===== config.mk =====
export PLATFORM = sky130hd
export DESIGN_NAME = ffsa_cell
export DESIGN_NICKNAME = d
export VERILOG_FILES = /design/src/ffsa_pkg.sv /design/src/ffsa_cell.sv
export SDC_FILE = /design/constraint.sdc
export NUM_CORES = 1
export LEC_CHECK = 0
export BUFFER_PORTS_ARGS = -buffer_cell sky130_fd_sc_hd__buf_2
export CAP_MARGIN = 0
export CORE_UTILIZATION = 50
export CTS_CLUSTER_SIZE = 28
export DETAILED_ROUTE_END_ITERATION = 10
export PLACE_DENSITY = 0.87
export SYNTH_ARGS = -nofsm -noshare
export SYNTH_HDL_FRONTEND = slang
export SYNTH_SLANG_ARGS = --single-unit

===== constraint.sdc =====
create_clock -name clk -period 5.4 [get_ports clk]
set_clock_uncertainty 0.15 [all_clocks]
set_input_delay 0 -clock clk [delete_from_list [all_inputs] [get_ports clk]]
set_output_delay 0 -clock clk [all_outputs]
set_load 0.03 [all_outputs]

===== src/ffsa_pkg.sv =====
`timescale 1ns / 1ps
package ffsa_pkg;

	localparam int LEN_W = 17;
	localparam int K_W   = 10;

	typedef enum logic [1:0] {
		ST_DONE   = 2'd0,
		ST_NOFIT  = 2'd1,
		ST_BADREL = 2'd2
	} status_t;

	typedef enum logic [2:0] {
		CMD_NONE,
		CMD_SETFREE,
		CMD_TAKE,
		CMD_SPLIT,
		CMD_MERGE
	} cmd_op_t;

	typedef enum logic [2:0] {
		S_IDLE,
		S_ALIGN,
		S_SCAN,
		S_ACALC,
		S_AWR,
		S_MERGE,
		S_DONE
	} state_t;

	typedef struct packed {
		logic             valid;
		logic             free;
		logic [15:0]      start;
		logic [LEN_W-1:0] len;
	} entry_t;

	typedef struct packed {
		cmd_op_t          op;
		logic [K_W-1:0]   k;
		logic [15:0]      new_start;
		logic [LEN_W-1:0] new_len;
		logic [LEN_W-1:0] alloc_len;
	} cmd_t;

	typedef struct packed {
		logic             kind;
		logic [LEN_W-1:0] aligned;
		logic [15:0]      off;
	} query_t;

	typedef struct packed {
		logic        kind;
		logic [15:0] request_bytes;
		logic [15:0] release_offset;
	} in_item_t;

	typedef struct packed {
		logic [1:0]  status;
		logic [15:0] data_offset;
		logic [15:0] granted_bytes;
		logic        arena_empty;
	} out_item_t;

endpackage


===== src/ffsa_cell.sv =====
`timescale 1ns / 1ps
module ffsa_cell #(
	parameter int IDX          = 0,
	parameter int HEADER_BYTES = 32,
	parameter int ARENA_BYTES  = 65536
) (
	input  logic           clk,
	input  logic           arst_n,
	input  ffsa_pkg::cmd_t   cmd,
	input  ffsa_pkg::query_t query,
	input  ffsa_pkg::entry_t left,
	input  ffsa_pkg::entry_t right,
	output ffsa_pkg::entry_t entry,
	output logic           hit
);
	import ffsa_pkg::*;

	localparam logic [LEN_W-1:0] HDR = LEN_W'(HEADER_BYTES);
	localparam logic [K_W:0]     MY  = (K_W+1)'(IDX);

	entry_t ent_q;
	logic [K_W:0] k_ext;
	logic [K_W:0] k_nxt;

	assign k_ext = {1'b0, cmd.k};
	assign k_nxt = k_ext + (K_W+1)'(1);

	always_ff @(posedge clk or negedge arst_n) begin
		if (!arst_n) begin
			if (IDX == 0) begin
				ent_q.valid <= 1'b1;
				ent_q.free  <= 1'b1;
				ent_q.start <= 16'(HEADER_BYTES);
				ent_q.len   <= LEN_W'(ARENA_BYTES - 2 * HEADER_BYTES);
			end else begin
				ent_q <= '0;
			end
		end else begin
			case (cmd.op)
				CMD_SETFREE: begin
					if (MY == k_ext) ent_q.free <= 1'b1;
				end
				CMD_TAKE: begin
					if (MY == k_ext) ent_q.free <= 1'b0;
				end
				CMD_SPLIT: begin
					if (MY == k_ext) begin
						ent_q.free <= 1'b0;
						ent_q.len  <= cmd.alloc_len;
					end else if (MY == k_nxt) begin
						ent_q.valid <= 1'b1;
						ent_q.free  <= 1'b1;
						ent_q.start <= cmd.new_start;
						ent_q.len   <= cmd.new_len;
					end else if (MY > k_nxt) begin
						ent_q <= left;
					end
				end
				CMD_MERGE: begin
					// absorb the right neighbor, everything behind it moves down one
					if (MY == k_ext) ent_q.len <= ent_q.len + HDR + right.len;
					else if (MY > k_ext) ent_q <= right;
				end
				default: ;
			endcase
		end
	end

	assign entry = ent_q;
	assign hit = query.kind ? (ent_q.valid && !ent_q.free && ({1'b0, ent_q.start} ==
		{1'b0, query.off}))
		: (ent_q.valid && ent_q.free && (ent_q.len >= query.aligned));

endmodule


==> out/metrics.cfg <==
[outcome]
outcome = complete, no violations

[place]
place.gp.congestion = 0.994
place_area_um2 = 4900
post-place-ws_ps = 1990
dpl.hpwl_mm = 10.0
portBuffers = 186
dp.cells = 734

[synthesis]
synth_top_family_by_area = compound AO/OA/AOI/OAI gates
yosys.area_share.simple = 0.176
ys_seq_area_frac = 0.225
netlist_area_um2 = 3970
syn_area_per_cell_um2 = 8.50
synth_xor_area_frac = 0.0595
synth_ff_type = dfrtp_1
synth_seq_cells = 35
synth_compound_area_frac = 0.216
synth_mux_area_frac = 0.0986
ys_warn_count = 0
synth_fa_ha_area_frac = 0.163
synthCells = 467
synth_edf_count = 0
async_reset_ff_frac = 1.00
synthDistinctLibCells = 69
syn-num-nets = 687

[final_layout]
largest_register_ffs = 35
drive_gt1_frac = 0.342
fill_cells = 572
seqCellArea_um2 = 892
num_antenna_cells = 0
nNetsFinal = 906
syn_to_final_growth_pct = 38.7
finalNonFillerCells = 789
design_area_um2 = 5510
fin_util = 0.716
multi_input_area_um2 = 2830

[floorplanning]
coreArea_um2 = 7690
rows = 32
ioPinCount = 205
chipHeight_um = 91.1
die_area_um2 = 8300
start_util = 0.517
die_w_um = 91.1

[route]
finalWirelength_mm = 15.0
antenna_left = 0
post-route-drc-count = 0
vias_per_cell = 6.01
wl_per_cell_um = 19.1
dr.pass1.iters = 9
drt_iter0_drc = 338
routed-via-count = 4742

[clock_tree]
cts_tree = done
ctsResizeCount = 0
numClockSinks = 35
clockBufferDepth = 2
post-cts-setup-buffer-count = 0
cts_inserted_buffers = 5
clk_latency_ps = 300
clkTransAtPathRegs_ps = 80
htreeDepth = 2
root_buffer = clkbuf_8

[sta]
tightestPinTransition_ps = 856
relSlewSlack = 0.427
final.setup.tns_ps = 0
fmax_mhz = 312
report.final.hold_viol_count = 0
rsz0062_at_grt = false
final_max_slew_viol_count = 0
fin_crit_sh = 0.594
setup_violations = 0
fin_crit_ps = 3210
timing.final.ws_setup_ps = 2190

[setup_path]
worst_setup_path_start_kind = flip-flop
cp_data_arrival_time_ps = 3260
required_ps = 5450
crit_path_top_delay_cell = a221oi_1
critPathKind = flip-flop to flip-flop
reg2reg_to = entry[15]
cp_slowest_stage_delay_ps = 530
r2r_start = entry[1]
r2r_cells = 9
end_kind = flip-flop
r2r_slack_ps = 2190
crit_chain = ha_1 -> ha_1 -> fa_1 -> a21o_1 -> a221oi_1 -> a31o_2 -> a221oi_1 -> a21o_1 -> o211ai_1
cp_max_fo = 5

[pwr]
p_leak_uw = 0.00283
powerDensity_nw_per_um2 = 141
worst_ir_drop_vdd_v = 0.000109

[global_route]
grt_usage = 0.356
grt_first_pass_wirelength_mm = 23.3
antenna_found_initial = 0
grt_pass1_vias = 4734
gr-total-overflow = 0
grt_max_degree = 36

[hold_path]
hold_end = entry[0]
hp-class = input port to flip-flop
hp-start = cmd[0]
holdPathStages = 3

[job]
drv_cap = 0

-- per-stage QoR --
| step | hold slack, ps | power, µW |
|---|---|---|
| global route | 11.6 | 804 |
| finish | 1.38 | 776 |
| detailed placement | -15.5 | 450 |
| CTS | 1.45 | 763 |
| floorplan | -446 | 361 |
| global placement | -16.6 | 444 |
-- what timing repair did --
action	in CTS	in global routing
endpoints found under the setup margin	0	0
hold endpoints to repair	48	0
hold buffers	46	0
-- cell usage after synthesis (all sizes together), types with 2 or more instances --
cell type,count,share of area
a2bb2oi,3,0.0066
nor3,7,0.012
dfstp,13,0.086
a22oi,2,0.0038
nor2,30,0.034
and2,2,0.0032
mux2i,20,0.050
nand4,11,0.017
nor2b,2,0.0032
o22ai,5,0.0079
dfrtp,22,0.14
o32ai,2,0.0044
xnor2,13,0.029
mux2,9,0.026
nand2,50,0.047
mux4,4,0.023
or3,6,0.012
nor4,6,0.0095
buf,9,0.022
or2,3,0.0054
a221oi,4,0.0088
nand3,9,0.011
a21o,9,0.017
inv,29,0.027
o21ai,41,0.052
o211a,2,0.0050
o211ai,4,0.0076
xor2,14,0.031
a31oi,6,0.0095
ha,50,0.16
a21oi,33,0.044
o21a,7,0.013
clkbuf,13,0.013
o2111ai,2,0.0044
or4b,2,0.0050
o31ai,4,0.0076
-- cell type report --
class | count | share of cell area
Inverter | 29 | 0.0198
Multi-Input combinational cell | 381 | 0.514
Clock buffer | 6 | 0.0132
Tap cell | 102 | 0.0232
Timing Repair Buffer | 234 | 0.257
Clock inverter | 2 | 0.0109
Sequential cell | 35 | 0.162
-- worst max-delay path: cells and delay by family, from the launching register on --
kind	cells	cell delay, ps
flops	1	460
compound gates	6	1550
fa+ha+maj	3	960
-- cell usage in the layout (no fill, tap or decap), types with 14 or more instances in the layout --
cell type | synthesis | layout
buf_2 | 3 | 186
nand2_1 | 50 | 50
ha_1 | 50 | 50
dlygate4sd3_1 | 0 | 46
o21ai_0 | 40 | 40
a21oi_1 | 32 | 32
inv_1 | 29 | 29
nor2_1 | 28 | 28
dfrtp_1 | 22 | 22
mux2i_1 | 20 | 20
xor2_1 | 14 | 14
-- where the power goes --
group	switching (µW)	leakage (µW)	total (µW)	internal [µW]
combinational	103	0.00232	209	106
clock	110	0.0000654	295	185
sequential	5.11	0.000436	272	267
-- how the worst max path moves through the flow --
stage	from	endpoint	slack [ps]	cells past startpoint
after CTS	entry[1]	entry[15]	2260	9
after detailed placement	cmd[56]	entry[34]	1990	7
after floorplan	entry[1]	entry[15]	2540	9
final	entry[1]	entry[15]	2190	9
after global placement	cmd[56]	entry[34]	2140	7
after global routing	entry[1]	entry[15]	2100	9
-- layer usage --
layer | vias up | share of wire | global-route usage
met5 | - | 0 | 0
met4 | 0 | 0.048 | 0.173
met3 | 59 | 0.080 | 0.0603
met2 | 338 | 0.49 | 0.621
met1 | 2192 | 0.38 | 0.424
li1 | 2153 | - | -
-- cells by family (layout without fill, tap and decap cells) --
logic type	after synthesis	after routing
AO/OA/AOI/OAI	134	134
AND/OR/NAND/NOR	136	136
flip-flops	35	35
multiplexers	33	33
XOR/XNOR	27	27
buffers and inverters	51	271
adder cells (fa/ha/maj)	51	51
No activity file was read; power rests on OpenSTA's default activity.
