File: config.mk
export PLATFORM = sky130hd
export DESIGN_NAME = ffsa_align
export DESIGN_NICKNAME = d
export VERILOG_FILES = /design/src/ffsa_pkg.sv /design/src/ffsa_align.sv
export SDC_FILE = /design/constraint.sdc
export NUM_CORES = 1
export LEC_CHECK = 0
export BUFFER_PORTS_ARGS = -buffer_cell sky130_fd_sc_hd__buf_4
export CAP_MARGIN = 20
export CORE_MARGIN = 1.5
export CORE_UTILIZATION = 40
export CTS_BUF_LIST = sky130_fd_sc_hd__clkbuf_16
export CTS_CLUSTER_DIAMETER = 30
export DETAILED_ROUTE_END_ITERATION = 8
export GPL_TIMING_DRIVEN = 1
export SLEW_MARGIN = 25
export SYNTH_ARGS = -nofsm -noshare
export SYNTH_HDL_FRONTEND = slang
export SYNTH_SLANG_ARGS = --single-unit
File: constraint.sdc
create_clock -name clk -period 2.6 [get_ports clk]
set_input_delay 0.26 -clock clk [delete_from_list [all_inputs] [get_ports clk]]
set_output_delay 0.26 -clock clk [all_outputs]
set_load 0.05 [all_outputs]
File: src/ffsa_pkg.sv
`timescale 1ns / 1ps
package ffsa_pkg;

	localparam int LEN_W = 17;
	localparam int K_W   = 10;

	typedef enum logic [1:0] {
		ST_DONE   = 2'd0,
		ST_NOFIT  = 2'd1,
		ST_BADREL = 2'd2
	} status_t;

	typedef enum logic [2:0] {
		CMD_NONE,
		CMD_SETFREE,
		CMD_TAKE,
		CMD_SPLIT,
		CMD_MERGE
	} cmd_op_t;

	typedef enum logic [2:0] {
		S_IDLE,
		S_ALIGN,
		S_SCAN,
		S_ACALC,
		S_AWR,
		S_MERGE,
		S_DONE
	} state_t;

	typedef struct packed {
		logic             valid;
		logic             free;
		logic [15:0]      start;
		logic [LEN_W-1:0] len;
	} entry_t;

	typedef struct packed {
		cmd_op_t          op;
		logic [K_W-1:0]   k;
		logic [15:0]      new_start;
		logic [LEN_W-1:0] new_len;
		logic [LEN_W-1:0] alloc_len;
	} cmd_t;

	typedef struct packed {
		logic             kind;
		logic [LEN_W-1:0] aligned;
		logic [15:0]      off;
	} query_t;

	typedef struct packed {
		logic        kind;
		logic [15:0] request_bytes;
		logic [15:0] release_offset;
	} in_item_t;

	typedef struct packed {
		logic [1:0]  status;
		logic [15:0] data_offset;
		logic [15:0] granted_bytes;
		logic        arena_empty;
	} out_item_t;

endpackage

File: src/ffsa_align.sv
`timescale 1ns / 1ps
module ffsa_align #(
	parameter int ALIGN_BYTES = 16
) (
	input  logic        clk,
	input  logic        arst_n,
	input  logic        go,
	input  logic [15:0] req,
	output logic        done,
	output logic [ffsa_pkg::LEN_W-1:0] aligned
);
	import ffsa_pkg::*;

	// floor(x / ALIGN_BYTES) as (x * RCP) >> SH, exact for every x below 2**LEN_W
	localparam int SH    = LEN_W + $clog2(ALIGN_BYTES);
	localparam int RCP_W = LEN_W + 1;
	localparam int PW    = LEN_W + RCP_W;
	localparam longint unsigned RECIP =
		((64'd1 << SH) + 64'(ALIGN_BYTES) - 64'd1) / 64'(ALIGN_BYTES);
	localparam logic [RCP_W-1:0] RCP = RCP_W'(RECIP);
	localparam logic [LEN_W-1:0] AL  = LEN_W'(ALIGN_BYTES);

	logic [LEN_W-1:0] num_s1;
	logic [LEN_W-1:0] quo_s2;
	logic [LEN_W-1:0] al_s3;
	logic             vld_s1;
	logic             vld_s2;
	logic             vld_s3;
	logic [PW-1:0]    prod;

	assign prod = PW'(num_s1) * PW'(RCP);

	always_ff @(posedge clk or negedge arst_n) begin
		if (!arst_n) begin
			vld_s1 <= 1'b0;
			vld_s2 <= 1'b0;
			vld_s3 <= 1'b0;
		end else begin
			vld_s1 <= go;
			vld_s2 <= vld_s1;
			vld_s3 <= vld_s2;
		end
	end

	always_ff @(posedge clk) begin
		if (go) num_s1 <= LEN_W'(req) + LEN_W'(ALIGN_BYTES - 1);
		if (vld_s1) quo_s2 <= LEN_W'(prod >> SH);
		if (vld_s2) al_s3 <= quo_s2 * AL;
	end

	assign done    = vld_s3;
	assign aligned = al_s3;

endmodule
==> results of run 1 <==
-- sequential cells by signal, summed over array words and instances, names as in the netlist --
register / cells
aligned: 13
done: 1
num_s1: 13
quo_s2: 13
vld_s1: 1
vld_s2: 1
-- path summary, 6_finish.rpt --
| check | startpoint | end | slack [ps] |
|---|---|---|---|
| setup / recovery | aligned[14]$_DFFE_PP_ | aligned[14] | 1510 |
| hold / removal | go | vld_s1$_DFF_PN0_ | 220 |
| setup reg to reg | vld_s2$_DFF_PN0_ | aligned[15]$_DFFE_PP_ | 1600 |
| hold reg to reg | quo_s2[1]$_DFFE_PP_ | aligned[5]$_DFFE_PP_ | 410 |
| max in group asynchronous | arst_n | vld_s1$_DFF_PN0_ | 2190 |
| min in group asynchronous | arst_n | vld_s2$_DFF_PN0_ | 320 |
-- per-layer routing --
| layer | up-vias | routed length, um | global-route usage [%] |
|---|---|---|---|
| met5 | - | 0 | 0 |
| met4 | 0 | 44 | 7.81 |
| met3 | 5 | 148 | 2.78 |
| met2 | 33 | 809 | 15.9 |
| met1 | 312 | 641 | 9.31 |
| li1 | 376 | - | - |
-- kinds of logic after synthesis --
logic type	Yosys count
DFF	42
and+or+nand+nor	21
xor gates and xnor gates	12
buffers and inverters	6
other	1
-- what timing repair did --
action,4_1_cts,5_1_grt
hold buffers,1,0
setup endpoints to repair,0,0
hold endpoints to repair,3,0
-- layout make-up --
type,instances,area [um2],share of cell area [%]
Tap cell,48,60.1,3.01
Clock inverter,3,37.5,1.88
Inverter,1,3.75,0.188
Sequential cell,42,1250,62.4
Clock buffer,5,125,6.27
Timing Repair Buffer,34,258,12.9
Multi-Input combinational cell,37,267,13.3
-- cell usage after synthesis (all sizes together) (2+ instances only) --
cell    instances
buf             5
dfrtp           3
edfxtp         39
nand2           3
nand3           2
nand4           3
nor3            3
nor4            6
xnor2           3
xor2            9
-- metrics by stage --
| stage | util, % | total power (W) | std cells | hold slack, ps | instance area, um2 |
|---|---|---|---|---|---|
| global placement | 49.5 | 0.000953 | 161 | 50.0 | 1820 |
| CTS | 54.1 | 0.00160 | 170 | 220 | 2000 |
| detailed placement | 49.5 | 0.000955 | 161 | 52.8 | 1820 |
| global route | 54.1 | 0.00165 | 170 | 222 | 2000 |
| floorplan | - | 0.000902 | 85 | -35.6 | 1550 |
| finish | 54.1 | 0.00159 | 170 | 221 | 2000 |
-- power by group through the flow --
stage | clock [W] | combinational (W) | sequential, W
finish | 0.000647 | 0.000123 | 0.000819
global route | 0.000696 | 0.000130 | 0.000824
CTS | 0.000660 | 0.000124 | 0.000819
detailed placement | 0 | 0.000122 | 0.000833
global placement | 0 | 0.000121 | 0.000831
floorplan | 0 | 0.0000355 | 0.000867
==> metrics.txt, run 1 <==
1st-iter DRT viols 13; Post-Synth Simple-Gate Area about a tenth; TritonCTS Buffers 5; Synth area leader edfxtp_1; CTS tree built; deepest clock path buffer count 2; # nets final 140; Async SR Flop Fraction 7.14%; most frequent cells in the layout edfxtp_1, buf_4, xor2_1; fmax a little over 900 MHz; Initial DRT Pass Iterations 3; layout overhead on the synthesized area 29.7%; PD cells 796 nW/um2; fill count approximately 300; Post-Synth Adder-Cell Area 0%; vias in the first global route a little under 700; H-tree depth 2; Core ar. 3690 um2; PnR worst setup slack 1510 ps; postcts setup bufs 0; first-pass GRT wire length approximately 2800 um; cells taking the most area after synthesis edfxtp_1, xor2_1, dfrtp_1; Switch Pwr roughly 0.00030 W; Placer Congestion roughly 0.66; CP max-delay cell edfxtp_1; Worst path depth 1; #FFs+latches synth 42; Mapped Cells between 80 and 90; Final Hold Fails 0; Net Sw Frac around a fifth; Rows 22; Top Family by Delay on Critical Path flip-flops; Setup crit start kind flop; hold path cells 1; num ports 37; critical-path cell list buf_4; Netlist cell types 20; setup TNS 0 ps; Worst-path clk slew ~50 ps; Clock power frac approximately 41%; Seq/Total Area, Yosys approximately 80%; Hold Path Class in2reg; Pins Over Slew Limit 0; Ant. Diodes 0; Leak roughly 0.77 nW; status finished, final reports clean; Comb pwr share 7.7%; RSZ-0062 raised after global routing no; Worst R2R Path Depth 0; GRT overflow 0; # DRC 0; worst slack at placement ~1200 ps; worst clock skew around 1.3 ps; effective utilization at floorplan about two fifths; arrival time worst endpoint roughly 830 ps; multiplexer area fraction after synthesis 0%; vias per cell 4.27; critical path class reg2out; Bufs and invs on worst path 1; yosys warns 0; area of the die around 4200 um2; crit path max fanout 1; Total GRT Usage 9.33%; Avg Cell Area, Syn around 19 um2; commonest non-fill, non-tap cell in the layout edfxtp_1; number of enable flip-flop cells after synthesis 39; Max VDD drop around 310 uV; Clock Latency Late Sink between 200 and 300 ps; Seq pwr share around half; initial antenna violation count 0; post-route ant nets 0; largest net degree at the start of global routing 15; post-layout min period approximately 1100 ps; critical path required time 2340 ps; layout cells sized above 1 a little over a third; Port Buf Inserts 32; Max Cap Viol 0; compound-gate portion of the synthesized area 0%; Period Utilization, post-route a little over two fifths; CP peak stage delay 360 ps; main combinational cell family by area after synthesis simple AND/OR/NAND/NOR gates; DR WL/cell 9.67 um; Num Clock Sinks 42; XOR/XNOR Fraction of Synth Area under 10%; Cell Area, Synth between 1500 and 2000 um2; CTS root buffer clkbuf_16; chip width between 60 and 70 um; Total Routed Length around 1600 um; cts repair resizes 0; Int Power around 0.0013 W; detailed-route via count 726; setup violators final 0; top_reg_cell synth edfxtp_1; chip height 65.1 um; top cell type's share of synthesized area between 70% and 80%; Setup crit end kind output port
Note: power is estimated with default switching activity, not from simulation.
==> inputs of run 2 (changes only) <==
clock period = 1 ns   (was 2.6 ns; I/O delays follow)
==> run 2 against run 1 <==
Sequential power grew to 2.6 times the previous value. Critical path depth unchanged. Core utilization increased by 2.6 points. Sequential share of layout area down 2.8 points. Global-route usage increased by 0.47 points. First-iteration DRC count is 31% lower. Die area stayed put. Register-to-register slack got worse by 1400 ps. Flip-flop and latch count unchanged. Combinational power grew to 3.1 times the previous value. Design area grew 4.8%.
==> metrics.txt, run 2 (synthesized netlist as in run 1, its figures left out) <==
status finished, final reports clean; Crit Reg-Reg Endpoint aligned[15]$_DFFE_PP_; Net Sw Frac between 20 and 25%; Max Cap Viol 0; Placer Congestion slightly above 0.7; layout cells sized above 1 42.0%; critical path required time 900 ps; chip height approximately 65 um; Final Hold Fails 0; postcts setup bufs 0; HPWL after DPL around 1400 um; Period Utilization, post-route between 90% and 100%; PnR worst setup slack 70.3 ps; 1st-iter DRT viols 9; design area approximately 2100 um2; worst slack at placement -202 ps; Pins Over Slew Limit 0; Int Power 0.00312 W; TritonCTS Buffers 5; largest net degree at the start of global routing 15; vias per cell 4.37; fmax about 1100 MHz; RSZ-0062 raised after global routing no; most frequent cells in the layout buf_4, edfxtp_1, xor2_1; Total GRT Usage 9.80%; Switch Pwr roughly 0.00081 W; area of the die 4230 um2; Final Non-Filler Cells between 150 and 200; Clock power frac between 30 and 40%; Worst R2R Path Depth 1; worst clock skew between 2 and 2.5 ps; Worst path depth 1; Bufs and invs on worst path 1; Worst-path clk slew approximately 50 ps; PD cells roughly 1900 nW/um2; Hold Startpoint go; Num Clock Sinks 42; Setup crit end kind output port; # DRC 0; CTS tree built; Initial DRT Pass Iterations 3; chip width 65.1 um; cts repair resizes 0; CP max-delay cell edfxtp_1; Top Family by Delay on Critical Path flip-flops; post-route ant nets 0; CTS root buffer clkbuf_16; Setup crit start aligned[14]$_DFFE_PP_; commonest non-fill, non-tap cell in the layout buf_4; reg2reg start vld_s2$_DFF_PN0_; setup violators final 0; CP peak stage delay ~360 ps; Comb pwr share around a tenth; Clock Latency Late Sink ~270 ps; GRT overflow 0; Rows 22; H-tree depth 2; Port Buf Inserts 32; layout overhead on the synthesized area 35.8%; initial antenna violation count 0; deepest clock path buffer count 2; critical path class reg2out; Ant. Diodes 0; post-layout min period ~930 ps; Placed Area roughly 2000 um2; arrival time worst endpoint roughly 830 ps; Leak approximately 0.81 nW; R2R setup slack between 150 and 200 ps; detailed-route via count around 780; effective utilization at floorplan between 40% and 50%; Max VDD drop 766 uV; DR WL/cell about 10 um; Seq pwr share between 50% and 60%; Total Routed Length ~1800 um; placed cells 170; Core ar. 3690 um2; # nets final 149; Power Total around 0.004 W; Hold Path Class in2reg; critical-path cell list buf_4; crit path max fanout 1; vias in the first global route around 720; first-pass GRT wire length approximately 3000 um; Worst Setup EP aligned[14]; Setup crit start kind flop; num ports 37
==> run 2: changes by cell type in the layout (fill, tap and decap cells not counted) <==
cell       delta
nor4_1        -3
buf_12        +2
nor4_4        +1
nor4_2        +2
clkinv_1      +1
bufinv_16     -1
buf_4         +7
inv_1         -1
clkinv_2      +1
==> run 2: metal layers <==
layer | track usage, % | up-vias | part of all wire, %
met2 | 16.5 | 37 | 50
met5 | 0 | - | 0
met1 | 9.25 | 345 | 39
met4 | 7.55 | 0 | 3.3
li1 | - | 394 | -
met3 | 4.34 | 6 | 8.1
==> run 2: how the worst min path moves through the flow <==
stage	end	cells after the start
3_3_place_gp	vld_s2$_DFF_PN0_	1
4_1_cts	vld_s1$_DFF_PN0_	1
3_5_place_dp	vld_s2$_DFF_PN0_	1
5_1_grt	vld_s1$_DFF_PN0_	1
6_report	vld_s1$_DFF_PN0_	1
2_1_floorplan	done$_DFF_PN0_	0
==> run 2: stage by stage <==
step	TNS (ps)	util [%]	hold slack [ps]
after global placement	-2000	52.7	-109
after global routing	0	56.7	52.0
final	0	56.7	58.3
after floorplan	-377	-	-196
after CTS	0	56.7	54.4
after detailed placement	-2350	52.7	-104
==> run 2: power by group through the flow <==
stage / clock [W] / combinational (W) / sequential [W]
floorplan: 0 / 0.0000981 / 0.00225
global placement: 0 / 0.000375 / 0.00215
detailed placement: 0 / 0.000382 / 0.00215
CTS: 0.00147 / 0.000385 / 0.00212
global route: 0.00157 / 0.000405 / 0.00212
finish: 0.00144 / 0.000381 / 0.00211
==> run 2: layout make-up <==
cell class | instances | area, um2
sequential | 42 | 1250
timing repair buffer | 43 | 350
inverter | 1 | 3.75
clock buffer | 5 | 125
fill | 297 | 1600
clock inverter | 3 | 12.5
multi-input combinational | 37 | 294
tap | 48 | 60.1
==> run 2: what timing repair did <==
item,in CTS,in global routing
setup endpoints to repair,0,0
hold buffers,1,0
hold endpoints to repair,3,0
==> inputs of run 3 (changes only) <==
CORE_UTILIZATION = 30   (was 40)
MAX_ROUTING_LAYER = met4   (was not set)
SETUP_SLACK_MARGIN = 0.02   (was not set)
==> run 3 against run 2 <==
Non-clock buffer count fell by 1. Die area rose by 32%. Total power rose by 0.66%. Core utilization fell by 13 points. Maximum frequency fell by 1.0%. Flip-flop and latch count did not move. Critical path depth did not move.
==> metrics.txt, run 3 (synthesized netlist as in run 1, its figures left out) <==
status finished, final reports clean; setup violators final 0; Port Buf Inserts 32; Core ar. just under 5000 um2; Rows 25; most frequent cells in the layout edfxtp_1, buf_4, xor2_1; R2R setup slack 140 ps; Worst R2R Path Depth 1; Worst path depth 1; arrival time worst endpoint around 840 ps; critical path class reg2out; H-tree depth 2; Ant. Diodes 0; effective utilization at floorplan 31.8%; PD cells 1880 nW/um2; CP peak stage delay 360 ps; 1st-iter DRT viols 14; first-pass GRT wire length roughly 3500 um; Bufs and invs on worst path 1; worst clock skew about 2.5 ps; Leak 0.804 nW; post-layout min period between 900 and 1000 ps; Initial DRT Pass Iterations 3; DR WL/cell 10.9 um; design area roughly 2100 um2; chip width approximately 75 um; GRT overflow 0; met3 usage 2.81%; hold path cells 1; Hold Path Class in2reg; CP max-delay cell edfxtp_1; chip height 74.7 um; deepest clock path buffer count 2; critical-path cell list buf_4; vias in the first global route slightly below 800; GRT busiest layer met2; setup TNS 0 ps; Hold Path End vld_s1$_DFF_PN0_; Placed Area about 2000 um2; initial antenna violation count 0; vias per cell ~4; crit path max fanout 1; Placer Congestion 0.784; CTS tree built; Max VDD drop roughly 750 uV; # DRC 0; met2 Usage GRT between 10% and 20%; Pins Over Slew Limit 0; Period Utilization, post-route 93.9%; layout overhead on the synthesized area 36.8%; RSZ-0062 raised after global routing no; detailed-route via count 805; critical path required time 900 ps; met1 Usage GRT 9.99%; layout cells sized above 1 around 41%; Worst-path clk slew 50 ps; largest net degree at the start of global routing 15; Total GRT Usage ~9.1%; Top Family by Delay on Critical Path flip-flops; TritonCTS Buffers 5; Total Routed Length approximately 2100 um; CTS root buffer clkbuf_16; reg2reg start vld_s1$_DFF_PN0_; HPWL after DPL about 1600 um; Hold Startpoint go; fmax between 1000 and 1500 MHz; Num Clock Sinks 42; post-route ant nets 0; Final Hold Fails 0; Crit Reg-Reg Endpoint quo_s2[6]$_DFFE_PP_; area of the die approximately 5600 um2; Setup crit start kind flop; Clock Latency Late Sink roughly 280 ps; Max Cap Viol 0; Setup crit end kind output port; fill count between 400 and 500; # nets final about 150; num ports 37
[run 3: layer usage]
metal | up-vias | part of all wire [%]
li1 | 395 | -
met1 | 367 | 44
met2 | 37 | 45
met3 | 6 | 6.8
met5 | - | 0
met4 | 0 | 3.6
[run 3: repair_timing]
action / 4_1_cts / 5_1_grt
buffers inserted: 0 / 0
hold endpoints to repair: 3 / 0
hold buffers: 1 / 0
resized for setup: 0 / 0
[run 3: power by group]
part / total [W] / switching [W] / internal [W] / leakage [nW]
clock network: 0.00146 / 0.000561 / 0.000895 / 0.0738
registers: 0.00212 / 0.0000374 / 0.00208 / 0.416
logic: 0.000379 / 0.000239 / 0.000140 / 0.314
[run 3: through the flow]
stage / hold slack [ps] / total power [W] / utilization [%] / worst slack (ps) / instances
floorplan: -196 / 0.00235 / - / -52.7 / 85
global placement: -110 / 0.00252 / 40.4 / -176 / 188
detailed placement: -110 / 0.00254 / 40.4 / -194 / 188
CTS: 63.7 / 0.00401 / 43.5 / 46.2 / 197
global route: 64.0 / 0.00413 / 43.5 / 23.7 / 197
finish: 64.5 / 0.00396 / 43.5 / 60.9 / 197
[run 3: cell type report]
cell class                 instances  area, um2  share of cell area [%]
multi-input combinational         37        294                    14.0
tap                               67       83.8                    3.98
inverter                           1       3.75                   0.178
clock inverter                     3       11.3                   0.534
clock buffer                       5        125                    5.94
timing repair buffer              42        343                    16.3
sequential                        42       1250                    59.1
[run 3: worst max-delay path by stage]
stage	start	end	slack, ps
global route	aligned[15]$_DFFE_PP_	aligned[15]	20
finish	aligned[4]$_DFFE_PP_	aligned[4]	60
CTS	aligned[4]$_DFFE_PP_	aligned[4]	50
global placement	req[0]	num_s1[7]$_DFFE_PP_	-180
floorplan	req[0]	num_s1[11]$_DFFE_PP_	-50
detailed placement	req[0]	num_s1[9]$_DFFE_PP_	-190
